$ cat src/hw/rtl/lhs_pkg.sv
package lhs_pkg;

  localparam int MAX_LABELS_DEF = 1024;
  localparam int CNT_W = 11;
  localparam int IDX_W = 10;
  localparam int QDEPTH = 4;
  localparam int QAW = 2;

  localparam logic [CNT_W-1:0] CNT_MAX = 11'd2047;
  localparam logic [9:0] NTR_MAX = 10'd1023;

  typedef struct packed {
    logic signed [10:0] label;
    logic               last;
  } in_t;

  typedef struct packed {
    logic [10:0] component_total;
    logic [9:0]  nontrivial_total;
    logic [10:0] largest_size;
    logic [10:0] unassigned_total;
  } out_t;

  typedef struct packed {
    logic             neg;
    logic             hit;
    logic             last;
    logic [IDX_W-1:0] idx;
  } item_t;

  typedef enum logic [2:0] {
    ST_CLEAR,
    ST_IDLE,
    ST_RMW,
    ST_SCAN,
    ST_DRAIN,
    ST_EMIT
  } state_t;

endpackage

$ cat src/hw/rtl/lhs_front.sv
module lhs_front #(
  parameter int MAX_LABELS = lhs_pkg::MAX_LABELS_DEF
) (
  input  logic           clk,
  input  logic           rst_n,
  input  logic           in_valid,
  output logic           in_ready,
  input  lhs_pkg::in_t   in_data,
  output logic           head_valid,
  output lhs_pkg::item_t head,
  input  logic           pop
);

  lhs_pkg::item_t              q_r [lhs_pkg::QDEPTH];
  logic [lhs_pkg::QAW-1:0]     wp_r, wp_nxt;
  logic [lhs_pkg::QAW-1:0]     rp_r, rp_nxt;
  logic [lhs_pkg::QAW:0]       cnt_r, cnt_nxt;
  lhs_pkg::item_t              cls;
  logic                        push;
  logic                        do_pop;

  always_comb begin
    cls.neg  = in_data.label[10];
    cls.idx  = in_data.label[lhs_pkg::IDX_W-1:0];
    cls.last = in_data.last;
    cls.hit  = !in_data.label[10] && (32'(cls.idx) < MAX_LABELS);
  end

  assign in_ready   = (cnt_r != (lhs_pkg::QAW+1)'(lhs_pkg::QDEPTH));
  assign head_valid = (cnt_r != '0);
  assign head       = q_r[rp_r];
  assign push       = in_valid && in_ready;
  assign do_pop     = pop && head_valid;

  always_comb begin
    wp_nxt  = push ? wp_r + 1'b1 : wp_r;
    rp_nxt  = do_pop ? rp_r + 1'b1 : rp_r;
    cnt_nxt = cnt_r;
    if (push && !do_pop) begin
      cnt_nxt = cnt_r + 1'b1;
    end else if (do_pop && !push) begin
      cnt_nxt = cnt_r - 1'b1;
    end
  end

  always_ff @(posedge clk) begin
    if (!rst_n) begin
      wp_r  <= '0;
      rp_r  <= '0;
      cnt_r <= '0;
    end else begin
      wp_r  <= wp_nxt;
      rp_r  <= rp_nxt;
      cnt_r <= cnt_nxt;
    end
  end

  always_ff @(posedge clk) begin
    if (push) begin
      q_r[wp_r] <= cls;
    end
  end

endmodule

$ cat config.mk
export PLATFORM = sky130hd
export DESIGN_NAME = lhs_front
export DESIGN_NICKNAME = d
export VERILOG_FILES = /design/src/hw/rtl/lhs_pkg.sv /design/src/hw/rtl/lhs_front.sv
export SDC_FILE = /design/constraint.sdc
export NUM_CORES = 1
export LEC_CHECK = 0
export BUFFER_PORTS_ARGS = -buffer_cell sky130_fd_sc_hd__buf_4
export CORE_ASPECT_RATIO = 0.8
export CORE_MARGIN = 3
export CORE_UTILIZATION = 60
export CTS_BUF_LIST = sky130_fd_sc_hd__clkbuf_16
export DETAILED_ROUTE_END_ITERATION = 8
export PLACE_DENSITY = 0.91
export RECOVER_POWER = 25
export SLEW_MARGIN = 20
export SYNTH_ARGS = -nofsm -noshare
export SYNTH_HDL_FRONTEND = slang
export SYNTH_SLANG_ARGS = --single-unit
export TNS_END_PERCENT = 100
$ cat constraint.sdc
create_clock -name clk -period 5.1 [get_ports clk]
set_clock_uncertainty 0.05 [all_clocks]
set_input_delay 1.02 -clock clk [delete_from_list [all_inputs] [get_ports clk]]
set_output_delay 1.02 -clock clk [all_outputs]
set_load 0.01 [all_outputs]
==> flow_metrics.tcl <==
set metrics [dict create \
    cts-root-buf "clkbuf_16" \
    synthesis.instances 116 \
    yosys_warnings 0 \
    grt_pass1_vias 1363 \
    grt_overflow 0 \
    critPathSlowestCell "dfxtp_1" \
    cp_max_fo 13 \
    io_buffer_count 30 \
    wl_mm 4.68 \
    ff2ff_setup_slack_ns 2.71 \
    p_leak_nw 1.03 \
    ir_drop_mv 0.396 \
    pin_count 31 \
    pre_cts_ws_ns 2.30 \
    cts_buffers 9 \
    cp.depth 2 \
    required_ns 4.03 \
    grt_pass1_wl_mm 7.71 \
    core_um2 3610 \
    num_rows 19 \
    relSlewSlack 0.419 \
    ys_types 24 \
    setup_slack_ns 2.00 \
    grt_max_degree 14 \
    fillers 191 \
    cellPowerDensity_nw_per_um2 570 \
    syn_nets 138 \
    cp.buffers_inverters 1 \
    antenna_found_initial 0 \
    syn_area_um2 2390 \
    viasPerCell 5.76 \
    vias 1216 \
    drtIter0Drc 70 \
    wl_per_cell_um 22.2 \
    setup_violations 0 \
    die_w_um 76.5 \
    critPathArrivalTime_ns 2.03 \
    rsz0062_at_grt "no" \
    hold_violations 0 \
    worst_pin_slew_ns 0.871 \
    tns_ns 0 \
    drive_above_1_share 0.327 \
    diodes 0 \
    cts.clk_slew.worst_paths_ns 0.05 \
    drv_slew 0 \
    min_path_cells 2 \
    cts_setup_buffers 0 \
    ys_seq_area_frac 0.729 \
    h-tree-depth 3 \
    max_freq_ghz 0.323 \
    grt_use_total 0.228 \
    seqCellArea_um2 1740 \
    cts.sinks 61 \
    path_class "flop to output pin" \
    status "finished clean" \
    first_pass_iters 4 \
    hold_buffers 0 \
    critPathLaunchType "flop" \
    drc 0 \
    gp_congestion 0.658 \
    slowest_delay_ns 0.89 \
    ant_nets 0 \
    fin_nets 176 \
    cts_tree "yes" \
    rr_worst_depth 8 \
    cts_buffer_depth 2 \
    initial_core_util 0.661 \
    max_cap_viol_count 0 \
    yosys_register_bits 61 \
    die_h_um 62.4 \
    hp-class "flop to flop" \
    dpl.hpwl_mm 2.67 \
    end_kind "output pin" \
    clock_latency_ns 0.32 \
    period_needed_ns 3.10 \
    area_growth_pct 23.1 \
    finalCritPeriodShare 0.608 \
    post_cts_resized 0 \
    die_area_um2 4780 \
    cp_top_family "flip-flops" \
    path_cells "mux4_1, buf_4" \
    multi_input_area_um2 612 \
    syn_avg_cell_area_um2 20.6 \
]
-- area by class of cell --
cell class,count,area share
Clock buffer,9,0.0766
Tap cell,52,0.0221
Multi-Input combinational cell,48,0.208
Sequential cell,61,0.592
Timing Repair Buffer,30,0.0651
Inverter,4,0.00511
Clock inverter,7,0.0306
-- registers in the layout, summed over array words and instances, names as in the netlist, named ones only --
register	count
wp_r	2
rp_r	2
cnt_r	3
q_r	52
-- cell families after synthesis --
logic type,synth area share
AOI/OAI and AO/OA,0.0288
adders and majority gates,0.0346
muxes,0.138
buffers and inverters,0.0147
xor gates and xnor gates,0.0147
DFF,0.729
and+or+nand+nor,0.0398
-- worst reg2reg max path, cell delays in order, from the launching register on --
cell,delay [ns]
dfxtp_1,0.54
nor2_2,0.12
a21boi_4,0.27
ha_1,0.24
inv_1,0.07
fa_1,0.38
xor2_1,0.17
or3_1,0.31
a21boi_0,0.16
-- worst paths after layout --
check | startpoint | end
setup reg to reg | cnt_r[1] | cnt_r[2]
hold reg to reg | wp_r[0] | wp_r[0]
setup / recovery | flop | head[9]
hold / removal | wp_r[0] | wp_r[0]
-- per-layer routing --
layer	vias up	wire, µm	GRT usage
met5	-	0	0
met4	0	134	0.0995
met3	10	240	0.102
met2	49	2520	0.374
met1	624	1780	0.261
li1	533	-	-
-- cell usage after synthesis --
library cell / number / area share
fa_1: 1 / 0.0084
dfxtp_1: 9 / 0.075
mux4_1: 2 / 0.022
or3_2: 1 / 0.0031
nor2_2: 1 / 0.0026
a21boi_4: 1 / 0.0079
o21ai_0: 1 / 0.0021
ha_1: 5 / 0.026
xnor2_1: 3 / 0.011
nor2b_1: 1 / 0.0026
buf_6: 1 / 0.0047
nand2_1: 5 / 0.0079
mux2i_1: 3 / 0.013
o31ai_4: 1 / 0.0089
and2_1: 8 / 0.021
edfxtp_1: 52 / 0.65
mux4_2: 11 / 0.10
inv_1: 4 / 0.0063
o311ai_2: 1 / 0.0068
buf_2: 1 / 0.0021
a21boi_0: 1 / 0.0031
xor2_1: 1 / 0.0037
or3_1: 1 / 0.0026
clkbuf_1: 1 / 0.0016
-- report_power, final --
part           leakage (nW)  internal (mW)  switching, mW
sequential            0.551          0.612         0.0768
combinational         0.330          0.201          0.160
clock                 0.153          0.424          0.203
-- stage by stage --
step | util | power, mW | hold WS [ns] | std cells | instance area (µm²)
6_report | 0.814 | 1.68 | 0.470 | 211 | 2940
3_5_place_dp | 0.736 | 1.05 | 0.461 | 195 | 2660
2_1_floorplan | - | 0.903 | 0.418 | 116 | 2390
4_1_cts | 0.823 | 1.70 | 0.467 | 211 | 2970
3_3_place_gp | 0.736 | 1.02 | 0.427 | 195 | 2660
5_1_grt | 0.814 | 1.75 | 0.503 | 211 | 2940
-- cell usage in the layout, fill, tap and decap left out --
master / n
a21boi_0: 1
a21boi_4: 1
and2_1: 8
buf_4: 21
bufinv_16: 2
clkbuf_1: 9
clkbuf_16: 9
clkinv_1: 1
clkinv_2: 2
clkinv_4: 1
clkinvlp_4: 1
dfxtp_1: 9
edfxtp_1: 52
fa_1: 1
ha_1: 5
inv_1: 4
mux2i_1: 3
mux4_1: 2
mux4_2: 11
nand2_1: 5
nor2_2: 1
nor2b_1: 1
o21ai_0: 1
o311ai_2: 1
o31ai_4: 1
or3_1: 1
or3_2: 1
xnor2_1: 3
xor2_1: 1
Power figures use the tool's default switching activity.
